$ cat src/sv/joystick_axis_average_percent_core_macros.svh
// Assertion macros shared by the joystick axis averaging RTL.
`ifndef JOYSTICK_AXIS_AVERAGE_PERCENT_CORE_MACROS_SVH
`define JOYSTICK_AXIS_AVERAGE_PERCENT_CORE_MACROS_SVH

// Checks that the consequent holds in the same cycle as the antecedent.
`define JAAP_ASSERT_IMP(name, clk_i, rstn_i, pre, post, msg) \
  name: assert property (@(posedge clk_i) disable iff (!rstn_i) (pre) |-> (post)) \
    else $error(msg);

// Checks that the consequent holds in the cycle after the antecedent.
`define JAAP_ASSERT_NXT(name, clk_i, rstn_i, pre, post, msg) \
  name: assert property (@(posedge clk_i) disable iff (!rstn_i) (pre) |=> (post)) \
    else $error(msg);

`endif

$ cat src/sv/jaap_pkg.sv
// Shared constants for the joystick axis averaging block.
package jaap_pkg;

  localparam int WINDOW_LENGTH_DEF = 8;
  localparam int SAMPLE_BITS_DEF   = 12;

  localparam int PCT_W    = 8;
  localparam int PCT_FULL = 100;
  localparam int PCT_MAX  = 100;
  localparam int PCT_MIN  = -100;

endpackage

$ cat src/sv/joystick_axis_average_percent_core.sv
// An accepted beat passes the window register, then scale stages v2_r to v5_r.
// Throughput: one beat per cycle, set by the sum update, unless out_tready stalls.
// Each of the five pipeline stages advances on its own, so bubbles are squeezed out.
// Reset (rst_n low, synchronous) clears all valid flags, the ring position and
// the primed flag; the history RAM is not cleared, and until the ring wraps once
// the first beat's samples stand in for its unwritten entries.
module joystick_axis_average_percent_core import jaap_pkg::*; #(
  parameter int WINDOW_LENGTH = WINDOW_LENGTH_DEF,
  parameter int SAMPLE_BITS   = SAMPLE_BITS_DEF
) (
  input  logic                                           clk,
  input  logic                                           rst_n,
  input  logic                                           in_tvalid,
  output logic                                           in_tready,
  // x_sample, y_sample
  input  logic [((2*SAMPLE_BITS+7)/8)*8-1:0]             in_tdata,
  output logic                                           out_tvalid,
  input  logic                                           out_tready,
  // x_filtered, y_filtered, x_percent, y_percent
  output logic [((2*SAMPLE_BITS+2*PCT_W+7)/8)*8-1:0]     out_tdata
);

  localparam int SUM_W  = SAMPLE_BITS + $clog2(WINDOW_LENGTH);
  localparam int OUT_W  = ((2*SAMPLE_BITS+2*PCT_W+7)/8)*8;

  logic                    sum_valid;
  logic                    sum_ready;
  logic [SUM_W-1:0]        x_sum;
  logic [SUM_W-1:0]        y_sum;
  logic [SAMPLE_BITS-1:0]  x_filtered;
  logic [SAMPLE_BITS-1:0]  y_filtered;
  logic signed [PCT_W-1:0] x_percent;
  logic signed [PCT_W-1:0] y_percent;

  jaap_window #(
    .WINDOW_LENGTH (WINDOW_LENGTH),
    .SAMPLE_BITS   (SAMPLE_BITS)
  ) u_window (
    .clk       (clk),
    .rst_n     (rst_n),
    .in_valid  (in_tvalid),
    .in_ready  (in_tready),
    .x_sample  (in_tdata[SAMPLE_BITS-1:0]),
    .y_sample  (in_tdata[2*SAMPLE_BITS-1:SAMPLE_BITS]),
    .sum_valid (sum_valid),
    .sum_ready (sum_ready),
    .x_sum     (x_sum),
    .y_sum     (y_sum)
  );

  jaap_scale #(
    .WINDOW_LENGTH (WINDOW_LENGTH),
    .SAMPLE_BITS   (SAMPLE_BITS)
  ) u_scale (
    .clk        (clk),
    .rst_n      (rst_n),
    .sum_valid  (sum_valid),
    .sum_ready  (sum_ready),
    .x_sum      (x_sum),
    .y_sum      (y_sum),
    .out_valid  (out_tvalid),
    .out_ready  (out_tready),
    .x_filtered (x_filtered),
    .y_filtered (y_filtered),
    .x_percent  (x_percent),
    .y_percent  (y_percent)
  );

  assign out_tdata = OUT_W'({y_percent, x_percent, y_filtered, x_filtered});

endmodule

$ cat src/sv/jaap_ram.sv
// Generic single-write, single-read RAM with registered read data.
module jaap_ram #(
  parameter int WIDTH = 8,
  parameter int DEPTH = 8
) (
  input  logic                     clk,
  input  logic                     we,
  input  logic [$clog2(DEPTH)-1:0] waddr,
  input  logic [WIDTH-1:0]         wdata,
  input  logic [$clog2(DEPTH)-1:0] raddr,
  output logic [WIDTH-1:0]         rdata
);

  logic [WIDTH-1:0] mem [DEPTH];
  logic [WIDTH-1:0] rdata_r;

  always_ff @(posedge clk) begin
    if (we) begin
      mem[waddr] <= wdata;
    end
    rdata_r <= mem[raddr];
  end

  assign rdata = rdata_r;

endmodule

$ cat src/sv/jaap_window.sv
// Sample history, shared ring position and running window sums for both axes.
module jaap_window import jaap_pkg::*; #(
  parameter int WINDOW_LENGTH = WINDOW_LENGTH_DEF,
  parameter int SAMPLE_BITS   = SAMPLE_BITS_DEF
) (
  input  logic                                           clk,
  input  logic                                           rst_n,
  input  logic                                           in_valid,
  output logic                                           in_ready,
  input  logic [SAMPLE_BITS-1:0]                         x_sample,
  input  logic [SAMPLE_BITS-1:0]                         y_sample,
  output logic                                           sum_valid,
  input  logic                                           sum_ready,
  output logic [SAMPLE_BITS+$clog2(WINDOW_LENGTH)-1:0]   x_sum,
  output logic [SAMPLE_BITS+$clog2(WINDOW_LENGTH)-1:0]   y_sum
);

  `include "joystick_axis_average_percent_core_macros.svh"

  localparam int AW    = $clog2(WINDOW_LENGTH);
  localparam int SUM_W = SAMPLE_BITS + AW;
  localparam logic [AW-1:0]    RING_LAST = AW'(WINDOW_LENGTH - 1);
  localparam logic [SUM_W-1:0] SUM_MAX   =
    SUM_W'(WINDOW_LENGTH * ((1 << SAMPLE_BITS) - 1));

  logic                     valid_r;
  logic                     primed_r;
  logic                     full_r;
  logic [AW-1:0]            ring_r;
  logic [AW-1:0]            ring_nxt;
  logic [SAMPLE_BITS-1:0]   x_first_r;
  logic [SAMPLE_BITS-1:0]   y_first_r;
  logic [SUM_W-1:0]         x_sum_r;
  logic [SUM_W-1:0]         y_sum_r;
  logic [SUM_W-1:0]         x_sum_nxt;
  logic [SUM_W-1:0]         y_sum_nxt;
  logic [SAMPLE_BITS-1:0]   x_old;
  logic [SAMPLE_BITS-1:0]   y_old;
  logic [2*SAMPLE_BITS-1:0] rd_data;
  logic                     acc;

  assign in_ready = !valid_r || sum_ready;
  assign acc      = in_valid && in_ready;

  always_comb begin
    ring_nxt = ring_r;
    if (acc) begin
      ring_nxt = (ring_r == RING_LAST) ? '0 : ring_r + 1'b1;
    end
  end

  // The read address runs one position ahead, so the entry about to be
  // replaced is already in the registered read data when its beat arrives.
  jaap_ram #(
    .WIDTH (2 * SAMPLE_BITS),
    .DEPTH (WINDOW_LENGTH)
  ) u_hist (
    .clk   (clk),
    .we    (acc),
    .waddr (ring_r),
    .wdata ({y_sample, x_sample}),
    .raddr (ring_nxt),
    .rdata (rd_data)
  );

  // Until the ring has wrapped once, every replaced entry stands for the first
  // sample, which is kept in a register because those RAM entries were never written.
  assign x_old = full_r ? rd_data[SAMPLE_BITS-1:0] : x_first_r;
  assign y_old = full_r ? rd_data[2*SAMPLE_BITS-1:SAMPLE_BITS] : y_first_r;

  always_comb begin
    if (primed_r) begin
      x_sum_nxt = x_sum_r - SUM_W'(x_old) + SUM_W'(x_sample);
      y_sum_nxt = y_sum_r - SUM_W'(y_old) + SUM_W'(y_sample);
    end else begin
      x_sum_nxt = SUM_W'(x_sample) * SUM_W'(WINDOW_LENGTH);
      y_sum_nxt = SUM_W'(y_sample) * SUM_W'(WINDOW_LENGTH);
    end
  end

  always_ff @(posedge clk) begin
    if (!rst_n) begin
      valid_r  <= 1'b0;
      primed_r <= 1'b0;
      full_r   <= 1'b0;
      ring_r   <= '0;
    end else begin
      if (in_ready) begin
        valid_r <= in_valid;
      end
      if (acc) begin
        primed_r <= 1'b1;
        if (primed_r && ring_r == RING_LAST) begin
          full_r <= 1'b1;
        end
      end
      ring_r <= ring_nxt;
    end
  end

  always_ff @(posedge clk) begin
    if (acc) begin
      x_sum_r <= x_sum_nxt;
      y_sum_r <= y_sum_nxt;
      if (!primed_r) begin
        x_first_r <= x_sample;
        y_first_r <= y_sample;
      end
    end
  end

  assign sum_valid = valid_r;
  assign x_sum     = x_sum_r;
  assign y_sum     = y_sum_r;

  `JAAP_ASSERT_NXT(a_ring_hold, clk, rst_n, !acc, $stable(ring_r), "Ring moved without a beat.")
  `JAAP_ASSERT_NXT(a_full_set, clk, rst_n, acc && primed_r && ring_r == RING_LAST, full_r, "Wrap missed.")
  `JAAP_ASSERT_IMP(a_sum_range, clk, rst_n, full_r, primed_r && x_sum_r <= SUM_MAX && y_sum_r <= SUM_MAX, "Sum out of range.")

endmodule

$ cat src/sv/jaap_scale.sv
// Pipelined divide-by-window and percentage scaling for both axes.
module jaap_scale import jaap_pkg::*; #(
  parameter int WINDOW_LENGTH = WINDOW_LENGTH_DEF,
  parameter int SAMPLE_BITS   = SAMPLE_BITS_DEF
) (
  input  logic                                         clk,
  input  logic                                         rst_n,
  input  logic                                         sum_valid,
  output logic                                         sum_ready,
  input  logic [SAMPLE_BITS+$clog2(WINDOW_LENGTH)-1:0] x_sum,
  input  logic [SAMPLE_BITS+$clog2(WINDOW_LENGTH)-1:0] y_sum,
  output logic                                         out_valid,
  input  logic                                         out_ready,
  output logic [SAMPLE_BITS-1:0]                       x_filtered,
  output logic [SAMPLE_BITS-1:0]                       y_filtered,
  output logic signed [PCT_W-1:0]                      x_percent,
  output logic signed [PCT_W-1:0]                      y_percent
);

  `include "joystick_axis_average_percent_core_macros.svh"

  localparam int LANES = 2;
  localparam int S     = SAMPLE_BITS;
  localparam int L1    = $clog2(WINDOW_LENGTH);
  localparam int N1    = S + L1;
  localparam int M1_W  = N1 + 1;
  localparam int P1_W  = N1 + M1_W;
  localparam longint M1_L =
    ((longint'(1) << (N1 + L1)) + longint'(WINDOW_LENGTH) - 1) / longint'(WINDOW_LENGTH);
  localparam logic [M1_W-1:0] M1 = M1_W'(M1_L);

  localparam int CENTER = ((1 << SAMPLE_BITS) - 1) / 2;
  localparam int L2     = $clog2(CENTER);
  localparam int N2     = S + 7;
  localparam int M2_W   = N2 + 1;
  localparam int P2_W   = N2 + M2_W;
  localparam longint M2_L =
    ((longint'(1) << (N2 + L2)) + longint'(CENTER) - 1) / longint'(CENTER);
  localparam logic [M2_W-1:0] M2 = M2_W'(M2_L);
  localparam logic [S-1:0]    CENTER_S = S'(CENTER);

  localparam logic        [PCT_W-1:0] PCT_CAP = PCT_W'(PCT_MAX);
  localparam logic signed [PCT_W-1:0] PCT_HI  = PCT_W'(PCT_MAX);
  localparam logic signed [PCT_W-1:0] PCT_LO  = PCT_W'(PCT_MIN);

  logic v2_r, v3_r, v4_r, v5_r;
  logic rdy2, rdy3, rdy4, rdy5;

  logic [N1-1:0]          sum_in   [LANES];
  logic [P1_W-1:0]        prod1_r  [LANES];
  logic [S-1:0]           filt3_nxt[LANES];
  logic                   neg3_nxt [LANES];
  logic [N2-1:0]          mag3_nxt [LANES];
  logic [S-1:0]           filt3_r  [LANES];
  logic                   neg3_r   [LANES];
  logic [N2-1:0]          mag3_r   [LANES];
  logic [S-1:0]           filt4_r  [LANES];
  logic                   neg4_r   [LANES];
  logic [P2_W-1:0]        prod2_r  [LANES];
  logic [PCT_W-1:0]       quo5     [LANES];
  logic [PCT_W-1:0]       cap5     [LANES];
  logic [PCT_W-1:0]       pct5_nxt [LANES];
  logic [S-1:0]           filt5_r  [LANES];
  logic signed [PCT_W-1:0] pct5_r  [LANES];

  assign rdy5      = !v5_r || out_ready;
  assign rdy4      = !v4_r || rdy5;
  assign rdy3      = !v3_r || rdy4;
  assign rdy2      = !v2_r || rdy3;
  assign sum_ready = rdy2;

  assign sum_in[0] = x_sum;
  assign sum_in[1] = y_sum;

  always_comb begin
    for (int l = 0; l < LANES; l++) begin
      filt3_nxt[l] = prod1_r[l][N1+L1 +: S];
      neg3_nxt[l]  = filt3_nxt[l] < CENTER_S;
      if (neg3_nxt[l]) begin
        mag3_nxt[l] = N2'(CENTER_S - filt3_nxt[l]) * N2'(PCT_FULL);
      end else begin
        mag3_nxt[l] = N2'(filt3_nxt[l] - CENTER_S) * N2'(PCT_FULL);
      end
      quo5[l]     = prod2_r[l][N2+L2 +: PCT_W];
      cap5[l]     = (quo5[l] > PCT_CAP) ? PCT_CAP : quo5[l];
      pct5_nxt[l] = neg4_r[l] ? (~cap5[l] + 1'b1) : cap5[l];
    end
  end

  always_ff @(posedge clk) begin
    if (!rst_n) begin
      v2_r <= 1'b0;
      v3_r <= 1'b0;
      v4_r <= 1'b0;
      v5_r <= 1'b0;
    end else begin
      if (rdy2) begin
        v2_r <= sum_valid;
      end
      if (rdy3) begin
        v3_r <= v2_r;
      end
      if (rdy4) begin
        v4_r <= v3_r;
      end
      if (rdy5) begin
        v5_r <= v4_r;
      end
    end
  end

  always_ff @(posedge clk) begin
    for (int l = 0; l < LANES; l++) begin
      if (rdy2) begin
        prod1_r[l] <= P1_W'(sum_in[l]) * P1_W'(M1);
      end
      if (rdy3) begin
        filt3_r[l] <= filt3_nxt[l];
        neg3_r[l]  <= neg3_nxt[l];
        mag3_r[l]  <= mag3_nxt[l];
      end
      if (rdy4) begin
        filt4_r[l] <= filt3_r[l];
        neg4_r[l]  <= neg3_r[l];
        prod2_r[l] <= P2_W'(mag3_r[l]) * P2_W'(M2);
      end
      if (rdy5) begin
        filt5_r[l] <= filt4_r[l];
        pct5_r[l]  <= pct5_nxt[l];
      end
    end
  end

  assign out_valid  = v5_r;
  assign x_filtered = filt5_r[0];
  assign y_filtered = filt5_r[1];
  assign x_percent  = pct5_r[0];
  assign y_percent  = pct5_r[1];

  `JAAP_ASSERT_IMP(a_x_pct_range, clk, rst_n, v5_r, pct5_r[0] <= PCT_HI && pct5_r[0] >= PCT_LO, "X percent out of range.")
  `JAAP_ASSERT_IMP(a_y_pct_range, clk, rst_n, v5_r, pct5_r[1] <= PCT_HI && pct5_r[1] >= PCT_LO, "Y percent out of range.")
  `JAAP_ASSERT_NXT(a_out_drain, clk, rst_n, v5_r && out_ready && !v4_r, !v5_r, "Result repeated.")

endmodule
$ cat config.mk
export PLATFORM = sky130hd
export DESIGN_NAME = joystick_axis_average_percent_core
export DESIGN_NICKNAME = d
export VERILOG_FILES = /design/src/sv/jaap_pkg.sv /design/src/sv/joystick_axis_average_percent_core.sv /design/src/sv/jaap_ram.sv /design/src/sv/jaap_window.sv /design/src/sv/jaap_scale.sv
export VERILOG_INCLUDE_DIRS = /design/src /design/src/sv
export SDC_FILE = /design/constraint.sdc
export NUM_CORES = 1
export LEC_CHECK = 0
export ABC_AREA = 1
export BUFFER_PORTS_ARGS = -buffer_cell sky130_fd_sc_hd__buf_2
export CAP_MARGIN = 25
export CORE_MARGIN = 2
export CORE_UTILIZATION = 58
export DETAILED_ROUTE_END_ITERATION = 16
export PLACE_DENSITY = 0.75
export SLEW_MARGIN = 20
export SYNTH_ARGS = -nofsm -noshare
export SYNTH_HDL_FRONTEND = slang
export SYNTH_SLANG_ARGS = --single-unit
$ cat constraint.sdc
create_clock -name clk -period 9.61 [get_ports clk]
set_input_delay 1.4415 -clock clk [delete_from_list [all_inputs] [get_ports clk]]
set_output_delay 1.4415 -clock clk [all_outputs]
set_load 0.01 [all_outputs]
==> results.yml, run 1 <==
critical_path:
  timing_worst_setup_path_type: "reg2reg"
  cp.required_ns: 9.96
  r2r_end: "u_scale.mag3_r[0][18]$_DFFE_PP_"
  start_kind: "register"
  critPathCapture: "u_scale.mag3_r[0][18]$_DFFE_PP_"
  worstPathArrival_ns: 4.77
  crit_start: "u_scale.prod1_r[0][14]$_DFFE_PP_"
  r2r_slack_ns: 5.19
  reg2reg_depth: 14
  critPathCaptureType: "register"
  path_max_fanout: 16
  reg2reg_from: "u_scale.prod1_r[0][14]$_DFFE_PP_"
floorplan:
  row_count: 80
  coreArea_um2: 47700
  die_x_um: 224
  die_area_um2: 50200
  ioPinCount: 70
  die_h_um: 224
  initial_utilization: 0.588
cells_and_area:
  syn_to_final_growth_pct: 9.56
  fin_util: 0.645
  layout_commonest_cell: "nand2_1"
  final_cell_mix: "624 x nand2_1, 601 x inv_1, 412 x edfxtp_1"
  antenna_cells: 0
  stdcell_area_um2: 30800
  drive_gt1_frac: 0.0646
  stdcell_count: 3744
  seqCellArea_um2: 13100
  final_nets: 3498
  multi_input_area_um2: 12500
  fill_cells: 3851
clocking:
  ctsHtreeMaxLevel: 2
  post_cts_buffers: 0
  clk_latency_ns: 0.62
  clock_path_buffers: 3
  cts_resized: 0
  clkTransAtPathRegs_ns: 0.07
  cts_tree: "done"
  clock-sinks: 446
  postCtsHoldBufs: 0
  numCtsBuffers: 47
  cts_root_buf: "clkbuf_16"
pwr:
  peakVddDrop_mv: 0.195
  leakagePower_nw: 15.0
  total_power_mw: 8.80
  p_per_area_nw_per_um2: 286
placement:
  dp_cells: 3657
  gp_congestion: 0.898
  dp_slack_ns: 5.02
  port-buffer-count: 69
  place_area_um2: 29100
  dp_hpwl_mm: 47.5
route:
  num_vias: 20600
  routedWlPerCell_um: 17.8
  postRouteAntennaNets: 0
  first_iter_violations: 1349
  drc: 0
  dr.pass1.iters: 5
  routed_wl_mm: 66.5
  vias_per_cell: 5.49
run_status:
  status: "completed"
global_routing:
  grt.overflow.total: 0
  antenna_found_initial: 2
  grt_max_degree: 74
  grt_pass1_wl_mm: 107
  grt_pass1_vias: 20600
  track_usage: 0.272
logic_synthesis:
  synthesis.instances: 3010
  ys_seq_elements: 446
  seq_area_frac_synth: 0.465
  synth.top_cell.area_share: 0.440
  synth-async-reset-ratio: 0
  yosys.area.top_type: "edfxtp_1"
  synth_edf_count: 412
  synth.distinct_cells: 43
  ys.flop_type: "edfxtp_1"
  ys_warn_count: 0
  netlist_area_um2: 28100
  avgSynthCellArea_um2: 9.33
  synth_area_leaders: "edfxtp_1 44%, ha_1 14%, nand2_1 8.3%"
  synth_nets: 3416
sta:
  layout_setup_ws_ns: 5.19
  hold_violations: 0
  rsz0062_at_grt: "no"
  fin_tns_setup_ns: 0
  min_period_ns: 4.42
  finClkSkew_ns: 0.0320
  hold_ws_ns: 0.415
  drv_slew: 0
  setup_viol: 0
  max_freq_ghz: 0.226
  worst_pin_slew_ns: 0.902
  fin_crit_sh: 0.460
  slew_headroom: 0.395
worst_hold_path:
  hp-class: "reg2reg"
run:
  maxCapViolations: 0
where the power goes:
group | internal, mW | leakage (nW) | switching, mW
sequential | 2.49 | 4.33 | 0.227
clock | 1.12 | 0.806 | 0.790
combinational | 1.55 | 9.91 | 2.62
worst min path at each step:
stage,startpoint,endpoint,depth (start not counted)
floorplan,u_scale.filt3_r[0][0]$_DFFE_PP_,u_scale.filt4_r[0][0]$_DFFE_PP_,0
global placement,u_scale.filt3_r[0][3]$_DFFE_PP_,u_scale.filt4_r[0][3]$_DFFE_PP_,0
detailed placement,u_scale.filt3_r[0][11]$_DFFE_PP_,u_scale.filt4_r[0][11]$_DFFE_PP_,0
CTS,u_scale.filt3_r[0][4]$_DFFE_PP_,u_scale.filt4_r[0][4]$_DFFE_PP_,0
global route,u_scale.filt4_r[0][13]$_DFFE_PP_,u_scale.filt5_r[0][13]$_DFFE_PP_,0
finish,u_scale.filt3_r[0][4]$_DFFE_PP_,u_scale.filt4_r[0][4]$_DFFE_PP_,0
worst max-delay path, stage by stage (launching register included):
cell,delay (ns)
edfxtp_1,0.55
inv_1,0.44
nand2_1,0.55
nand2_1,0.25
ha_1,0.17
inv_1,0.05
fa_1,0.47
fa_1,0.52
inv_1,0.04
ha_1,0.33
a21oi_1,0.18
o21a_1,0.14
nand3_1,0.08
o21ai_0,0.28
nand2_1,0.10
cells by family (layout without fill, tap and decap cells):
group,Yosys count,in the layout,synth area share
and+or+nand+nor,1156,1156,0.175
buffers and inverters,666,785,0.0920
DFF,446,446,0.465
adders and majority gates,378,378,0.187
AOI/OAI and AO/OA,284,284,0.0564
xor gates and xnor gates,80,80,0.0249
registers in the layout, summed over array words and instances, names as in the netlist, 16 cells and up:
signal / cells
u_scale.filt3_r: 24
u_window.u_hist.rdata: 24
u_scale.prod1_r: 24
u_scale.filt5_r: 24
u_scale.filt4_r: 24
u_window.u_hist.mem: 192
u_scale.prod2_r: 16
u_scale.mag3_r: 34
u_scale.pct5_r: 16
cell usage after synthesis (4+ instances only):
master,count
nand2_1,624
inv_1,602
edfxtp_1,412
nand3_1,325
ha_1,309
nor2_1,142
a21oi_1,120
o21ai_0,99
fa_1,69
xor2_1,57
dfxtp_1,34
clkbuf_1,26
nor3_1,26
xnor2_1,23
buf_2,16
a21o_1,15
nand4_1,13
o21a_1,12
o21bai_1,12
nand3b_1,9
buf_1,8
a31oi_1,7
buf_6,7
or2_2,7
a211o_1,4
a21boi_0,4
routing by layer:
layer / global-route usage / up-vias / share of wire
met2: 0.476 / 628 / 0.50
li1: - / 10000 / -
met3: 0.0349 / 149 / 0.056
met1: 0.343 / 9761 / 0.41
met5: 0 / - / 0.00020
met4: 0.105 / 2 / 0.033
final cells by class:
cell class | count | area share
Clock buffer | 55 | 0.0415
Clock inverter | 31 | 0.0119
Inverter | 606 | 0.0739
Multi-Input combinational cell | 1898 | 0.406
Sequential cell | 446 | 0.424
Tap cell | 615 | 0.0250
Timing Repair Buffer | 93 | 0.0176
(Power assumes the default switching activity.)
==> run 2: changes to the inputs <==
--- a/config.mk
+++ b/config.mk
@@ -6,13 +6,13 @@
 export SDC_FILE = /design/constraint.sdc
 export NUM_CORES = 1
 export LEC_CHECK = 0
-export ABC_AREA = 1
+export ABC_AREA = 0
 export BUFFER_PORTS_ARGS = -buffer_cell sky130_fd_sc_hd__buf_2
 export CAP_MARGIN = 25
 export CORE_MARGIN = 2
-export CORE_UTILIZATION = 58
+export CORE_UTILIZATION = 57
 export DETAILED_ROUTE_END_ITERATION = 16
-export PLACE_DENSITY = 0.75
+export PLACE_DENSITY = 0.77
 export SLEW_MARGIN = 20
 export SYNTH_ARGS = -nofsm -noshare
 export SYNTH_HDL_FRONTEND = slang
==> constraint.sdc (replaced) <==
create_clock -name clk -period 4 [get_ports clk]
set_input_delay 0.6 -clock clk [delete_from_list [all_inputs] [get_ports clk]]
set_output_delay 0.6 -clock clk [all_outputs]
set_load 0.01 [all_outputs]
==> run 2 against run 1 <==
Against the previous run:
- core utilization grew 1.2 points
- critical path depth is 3 higher
- die area down 6.8%
- synthesized cell count down 29%
- critical path type unchanged
- critical endpoint is now u_scale.mag3_r[0][36]$_DFFE_PP_
==> results.yml, run 2 <==
clocking:
  cts_tree: "done"
  clk_latency_ns: 0.59
  postCtsHoldBufs: 0
  ctsHtreeMaxLevel: 2
  cts_root_buf: "clkbuf_16"
  clkTransAtPathRegs_ns: 0.06
  clock_path_buffers: 3
  clock-sinks: 446
  numCtsBuffers: 45
cells_and_area:
  fin_util: 0.656
  final_cell_mix: "412 x edfxtp_1, 295 x inv_1, 295 x ha_1"
  multi_input_area_um2: 11700
  largestRegisters: "u_window.u_hist.mem (192), u_scale.mag3_r (34)"
  stdcell_area_um2: 29100
  layout_commonest_cell: "edfxtp_1"
  drive_gt1_frac: 0.135
  seqCellArea_um2: 13100
  syn_to_final_growth_pct: 13.2
  fill_cells: 3210
  largest_register: "u_window.u_hist.mem"
  final_nets: 2698
  antenna_cells: 0
  largest_register_ffs: 192
critical_path:
  critPathCaptureType: "register"
  cp.required_ns: 4.31
  start_kind: "register"
  cpPeakStageDelay_ns: 0.49
  worstPathCellList: "ha_2, nand2_2, nor2_4, nand2_2, xnor2_2, ha_1, ha_1, inv_1, fa_1, inv_1, ha_4, nand2_1, o31ai_2, a211oi_2, a22oi_1, xnor2_1, a21oi_1"
  r2r_slack_ns: 0.10
  crit_start: "u_scale.prod1_r[0][19]$_DFFE_PP_"
  reg2reg_from: "u_scale.prod1_r[0][19]$_DFFE_PP_"
  slowest_stage: "fa_1"
  worstPathArrival_ns: 4.20
  timing_worst_setup_path_type: "reg2reg"
  path_max_fanout: 5
logic_synthesis:
  netlist_area_um2: 25700
  seq_area_frac_synth: 0.508
  yosys.area.top_type: "edfxtp_1"
  synthMuxAreaShare: 0.0282
  synth_nets: 2555
  synth.top_cell.area_share: 0.481
  synth.distinct_cells: 69
  ys.flop_type: "edfxtp_1"
  synth-async-reset-ratio: 0
  synth_fa_ha_area_frac: 0.204
  synth_compound_area_frac: 0.0743
  synth.cells.most_frequent: "412 x edfxtp_1, 309 x ha_1, 296 x inv_1, 235 x nand2_1, 78 x xnor2_1"
  yosys.area_share.simple: 0.0926
  synth_top_family_by_area: "adder cells"
  ys_seq_elements: 446
  synth_edf_count: 412
  ys_warn_count: 0
  synthMostInstantiatedCell: "edfxtp_1"
  avgSynthCellArea_um2: 12.0
  synthesis.instances: 2149
  synth_xor_xnor_area_share: 0.0392
  synth_area_leaders: "edfxtp_1 48%, ha_1 15%, fa_1 5.4%"
route:
  postRouteAntennaNets: 0
  dr.pass1.iters: 5
  routedWlPerCell_um: 18.0
  routed_wl_mm: 52.4
  num_vias: 16500
  first_iter_violations: 1323
  vias_per_cell: 5.64
  drc: 0
floorplan:
  die_x_um: 216
  initial_utilization: 0.580
  row_count: 77
  ioPinCount: 70
  coreArea_um2: 44300
  die_area_um2: 46800
  die_h_um: 216
pwr:
  peakVddDrop_mv: 0.414
  p_per_area_nw_per_um2: 725
  leakagePower_nw: 12.5
  total_power_mw: 21.1
global_routing:
  grt_pass1_wl_mm: 83.2
  track_usage: 0.222
  grt.overflow.total: 0
  grt_max_degree: 73
  antenna_found_initial: 1
  grt_pass1_vias: 16600
worst_hold_path:
  hp-start: "in_tvalid"
  hp-class: "in2reg"
sta:
  layout_setup_ws_ns: 0.104
  rsz0062_at_grt: "yes"
  slew_headroom: 0.342
  drv_slew: 0
  fin_crit_sh: 0.974
  worst_pin_slew_ns: 0.987
  fin_tns_setup_ns: 0
  finClkSkew_ns: 0.0207
  max_freq_ghz: 0.257
  setup_viol: 0
  hold_violations: 0
  min_period_ns: 3.90
placement:
  dp_slack_ns: -0.0870
  place_area_um2: 27200
  port-buffer-count: 69
  gp_congestion: 0.915
  dp_hpwl_mm: 36.5
run_status:
  status: "completed"
run:
  maxCapViolations: 0
## run 2: cell count changes in the layout (fill, tap and decap cells not counted), moves of 41 or more
| cell | change |
|---|---|
| o21ai_0 | -56 |
| a21oi_1 | -62 |
| nand3_1 | -251 |
| nand2_1 | -394 |
| buf_4 | +50 |
| inv_1 | -306 |
| nor2_1 | -73 |
| xnor2_1 | +41 |
## run 2: path summary, 6_finish.rpt
| path | endpoint | cells after the start |
|---|---|---|
| setup / recovery | u_scale.mag3_r[0][36]$_DFFE_PP_ | 17 |
| hold reg to reg | u_scale.neg4_r[0][0]$_DFFE_PP_ | 0 |
| hold / removal | u_window.sum_valid$_SDFFE_PN0N_ | 3 |
| setup reg to reg | u_scale.mag3_r[0][36]$_DFFE_PP_ | 17 |
## run 2: final cells by class
type / instances / area share
Clock buffer: 56 / 0.0405
Clock inverter: 26 / 0.0133
Inverter: 299 / 0.0387
Multi-Input combinational cell: 1356 / 0.401
Sequential cell: 446 / 0.449
Tap cell: 592 / 0.0255
Timing Repair Buffer: 144 / 0.0325
## run 2: where the power goes
group	switching [mW]	leakage, nW	internal [mW]
clock network	1.76	0.753	2.69
logic	5.57	7.44	4.48
registers	0.520	4.32	6.07
total	7.86	12.5	13.2
## run 2: timing repair
item,CTS,global route
setup endpoints to repair,6,10
pin swaps,2,10
resized for setup,8,55
buffers inserted,1,5
## run 2: metal layers
metal / track usage / wire length, µm
met4: 0.0721 / 1460
met5: 0 / 16
met1: 0.288 / 22200
met3: 0.0324 / 2780
met2: 0.387 / 25900
## run 2: metrics by stage
stage / instances / hold WS, ns
2_1_floorplan: 2149 / 0.400
3_3_place_gp: 2831 / 0.401
3_5_place_dp: 2831 / 0.405
4_1_cts: 2914 / 0.316
5_1_grt: 2919 / 0.345
6_report: 2919 / 0.323
## run 2: cell families after synthesis
family,Yosys count
and+or+nand+nor,509
xor gates and xnor gates,115
adders and majority gates,378
muxes,67
DFF,446
AOI/OAI and AO/OA,287
buffers and inverters,347
## run 2: worst max-delay path: cells and delay by family (launching register included)
| kind | cells | cell delay (ns) |
|---|---|---|
| fa+ha+maj | 5 | 1.62 |
| compound gates | 4 | 0.62 |
| simple gates | 4 | 0.52 |
| flops | 1 | 0.45 |
| xor+xnor | 2 | 0.30 |
| buf+inv | 2 | 0.12 |
==> run 3: changes to the inputs <==
--- a/config.mk
+++ b/config.mk
@@ -10,9 +10,9 @@
 export BUFFER_PORTS_ARGS = -buffer_cell sky130_fd_sc_hd__buf_2
 export CAP_MARGIN = 25
 export CORE_MARGIN = 2
-export CORE_UTILIZATION = 57
+export CORE_UTILIZATION = 40
 export DETAILED_ROUTE_END_ITERATION = 16
-export PLACE_DENSITY = 0.77
+export SETUP_SLACK_MARGIN = 0.2
 export SLEW_MARGIN = 20
 export SYNTH_ARGS = -nofsm -noshare
 export SYNTH_HDL_FRONTEND = slang
==> run 3 against run 2 <==
Against the previous run:
- first-iteration DRC count decreased by 17%
- sequential power barely moved
- power rose by 7.2%
- worst setup slack better by 0.025 ns
- die area up 42%
- core utilization is 17 points lower
- combinational power grew 13%
- sequential share of layout area is 2.3 points lower
- clock-buffer cell count increased by 2
==> results.yml, run 3 (synthesis results as in run 2) <==
run_status:
  status: "completed"
critical_path:
  worstPathCellList: "ha_4, nand3_4, nor2_4, buf_6, xnor2_2, ha_1, ha_1, inv_1, fa_1, inv_2, ha_4, and3_4, a21oi_4, o21ai_2, o41ai_2, xor2_1, mux2i_1"
  reg2reg_depth: 17
  start_kind: "register"
  cpPeakStageDelay_ns: 0.49
  reg2reg_from: "u_scale.prod1_r[0][4]$_DFFE_PP_"
  path_max_fanout: 4
  timing_worst_setup_path_type: "reg2reg"
  crit_start: "u_scale.prod1_r[0][4]$_DFFE_PP_"
  slowest_stage: "fa_1"
  r2r_slack_ns: 0.13
  critPathCaptureType: "register"
  worstPathArrival_ns: 4.20
  critPathCapture: "u_scale.mag3_r[0][17]$_DFFE_PP_"
  cp.required_ns: 4.32
  r2r_end: "u_scale.mag3_r[0][17]$_DFFE_PP_"
sta:
  fin_tns_setup_ns: 0
  rsz0062_at_grt: "yes"
  min_period_ns: 3.87
  hold_violations: 0
  layout_setup_ws_ns: 0.128
  finClkSkew_ns: 0.0160
  slew_headroom: 0.322
  fin_crit_sh: 0.968
  drv_slew: 0
  setup_viol: 0
  max_freq_ghz: 0.258
  worst_pin_slew_ns: 1.02
global_routing:
  grt.overflow.total: 0
  grt_max_degree: 42
  antenna_found_initial: 1
  track_usage: 0.163
  grt_pass1_vias: 16400
  grt_pass1_wl_mm: 86.7
route:
  dr.pass1.iters: 5
  num_vias: 16200
  postRouteAntennaNets: 0
  first_iter_violations: 1100
  routed_wl_mm: 54.7
  routedWlPerCell_um: 17.0
  vias_per_cell: 5.06
  drc: 0
cells_and_area:
  fill_cells: 5551
  stdcell_area_um2: 30600
  syn_to_final_growth_pct: 19.2
  largest_register_ffs: 192
  antenna_cells: 0
  stdcell_count: 3212
  largest_register: "u_window.u_hist.mem"
  final_cell_mix: "412 x edfxtp_1, 279 x inv_1, 262 x ha_1"
  layout_commonest_cell: "edfxtp_1"
  final_nets: 2736
  drive_gt1_frac: 0.193
  largestRegisters: "u_window.u_hist.mem (192), u_scale.mag3_r (34)"
clocking:
  clk_latency_ns: 0.59
  cts_tree: "done"
  cts_root_buf: "clkbuf_16"
  clkTransAtPathRegs_ns: 0.06
  numCtsBuffers: 45
  clock_path_buffers: 3
  ctsHtreeMaxLevel: 2
  clock-sinks: 446
floorplan:
  ioPinCount: 70
  die_x_um: 257
  die_area_um2: 66300
  initial_utilization: 0.406
  coreArea_um2: 63300
  die_h_um: 257
  row_count: 92
placement:
  dp_cells: 3091
  dp_slack_ns: -0.0293
  gp_congestion: 0.855
  dp_hpwl_mm: 38.8
  port-buffer-count: 69
  place_area_um2: 27600
run:
  maxCapViolations: 0
pwr:
  total_power_mw: 22.6
  peakVddDrop_mv: 0.438
  leakagePower_nw: 12.9
  p_per_area_nw_per_um2: 739
worst_hold_path:
  hp-class: "in2reg"
==> run 3: changes by cell type in the layout (fill, tap and decap cells not counted), sizes merged <==
cell      previous run  this run
buf                144       182
bufinv               9        10
clkbuf              56        58
clkinv              14        13
clkinvlp             1         3
inv                301       298
==> run 3: critical path, delay by kind of cell (launching register included) <==
family                   cells  cell delay [ns]
AND/OR/NAND/NOR              3             0.48
AO/OA/AOI/OAI                3             0.58
adder cells (fa/ha/maj)      5             1.52
buffers and inverters        3             0.24
flip-flops                   1             0.48
XOR/XNOR                     2             0.24
multiplexers                 1             0.09
==> run 3: worst min-delay path by stage <==
stage,from,to,slack (ns),cells past startpoint
after CTS,in_tdata[11],u_window.u_hist.mem[3][11]$_DFFE_PP_,0.30,1
after detailed placement,u_scale.filt3_r[0][10]$_DFFE_PP_,u_scale.filt4_r[0][10]$_DFFE_PP_,0.40,0
final,in_tvalid,u_window.sum_valid$_SDFFE_PN0N_,0.33,3
after global placement,u_scale.neg3_r[0][0]$_DFFE_PP_,u_scale.neg4_r[0][0]$_DFFE_PP_,0.40,0
after floorplan,u_scale.filt3_r[0][0]$_DFFE_PP_,u_scale.filt4_r[0][0]$_DFFE_PP_,0.40,0
after global routing,in_tvalid,u_window.sum_valid$_SDFFE_PN0N_,0.32,3
==> run 3: final cells by class <==
| cell class | instances | area (µm²) | area share |
|---|---|---|---|
| Clock buffer | 58 | 1230 | 0.0403 |
| Clock inverter | 25 | 402 | 0.0131 |
| Inverter | 299 | 1140 | 0.0371 |
| Multi-Input combinational cell | 1356 | 12400 | 0.407 |
| Sequential cell | 446 | 13100 | 0.426 |
| Tap cell | 846 | 1060 | 0.0346 |
| Timing Repair Buffer | 182 | 1290 | 0.0422 |
==> run 3: repair_timing <==
action / CTS / global route
gates cloned: 0 / 0
setup buffers: 10 / 26
resized for setup: 53 / 136
endpoints found under the setup margin: 9 / 14
pin swaps: 22 / 76
endpoints found under the hold margin: 0 / 0
hold buffers: 0 / 0
==> run 3: per-stage QoR <==
| stage | hold slack (ns) | util |
|---|---|---|
| after floorplan | 0.400 | - |
| after global placement | 0.403 | 0.435 |
| after CTS | 0.303 | 0.467 |
| after detailed placement | 0.405 | 0.436 |
| after global routing | 0.320 | 0.484 |
| final | 0.330 | 0.484 |
==> run 3: where the power goes <==
part | switching [mW] | leakage [nW] | internal [mW]
Combinational | 6.03 | 7.74 | 5.38
Sequential | 0.522 | 4.32 | 6.07
Clock | 1.78 | 0.802 | 2.84
Total | 8.33 | 12.9 | 14.3
==> run 3: per-layer routing <==
layer  up-vias  share of wire  track usage
li1       7944              -            -
met1      7919           0.47        0.225
met2       298           0.48        0.272
met3        86          0.038       0.0238
met4         2          0.020       0.0377
met5         -        0.00024            0
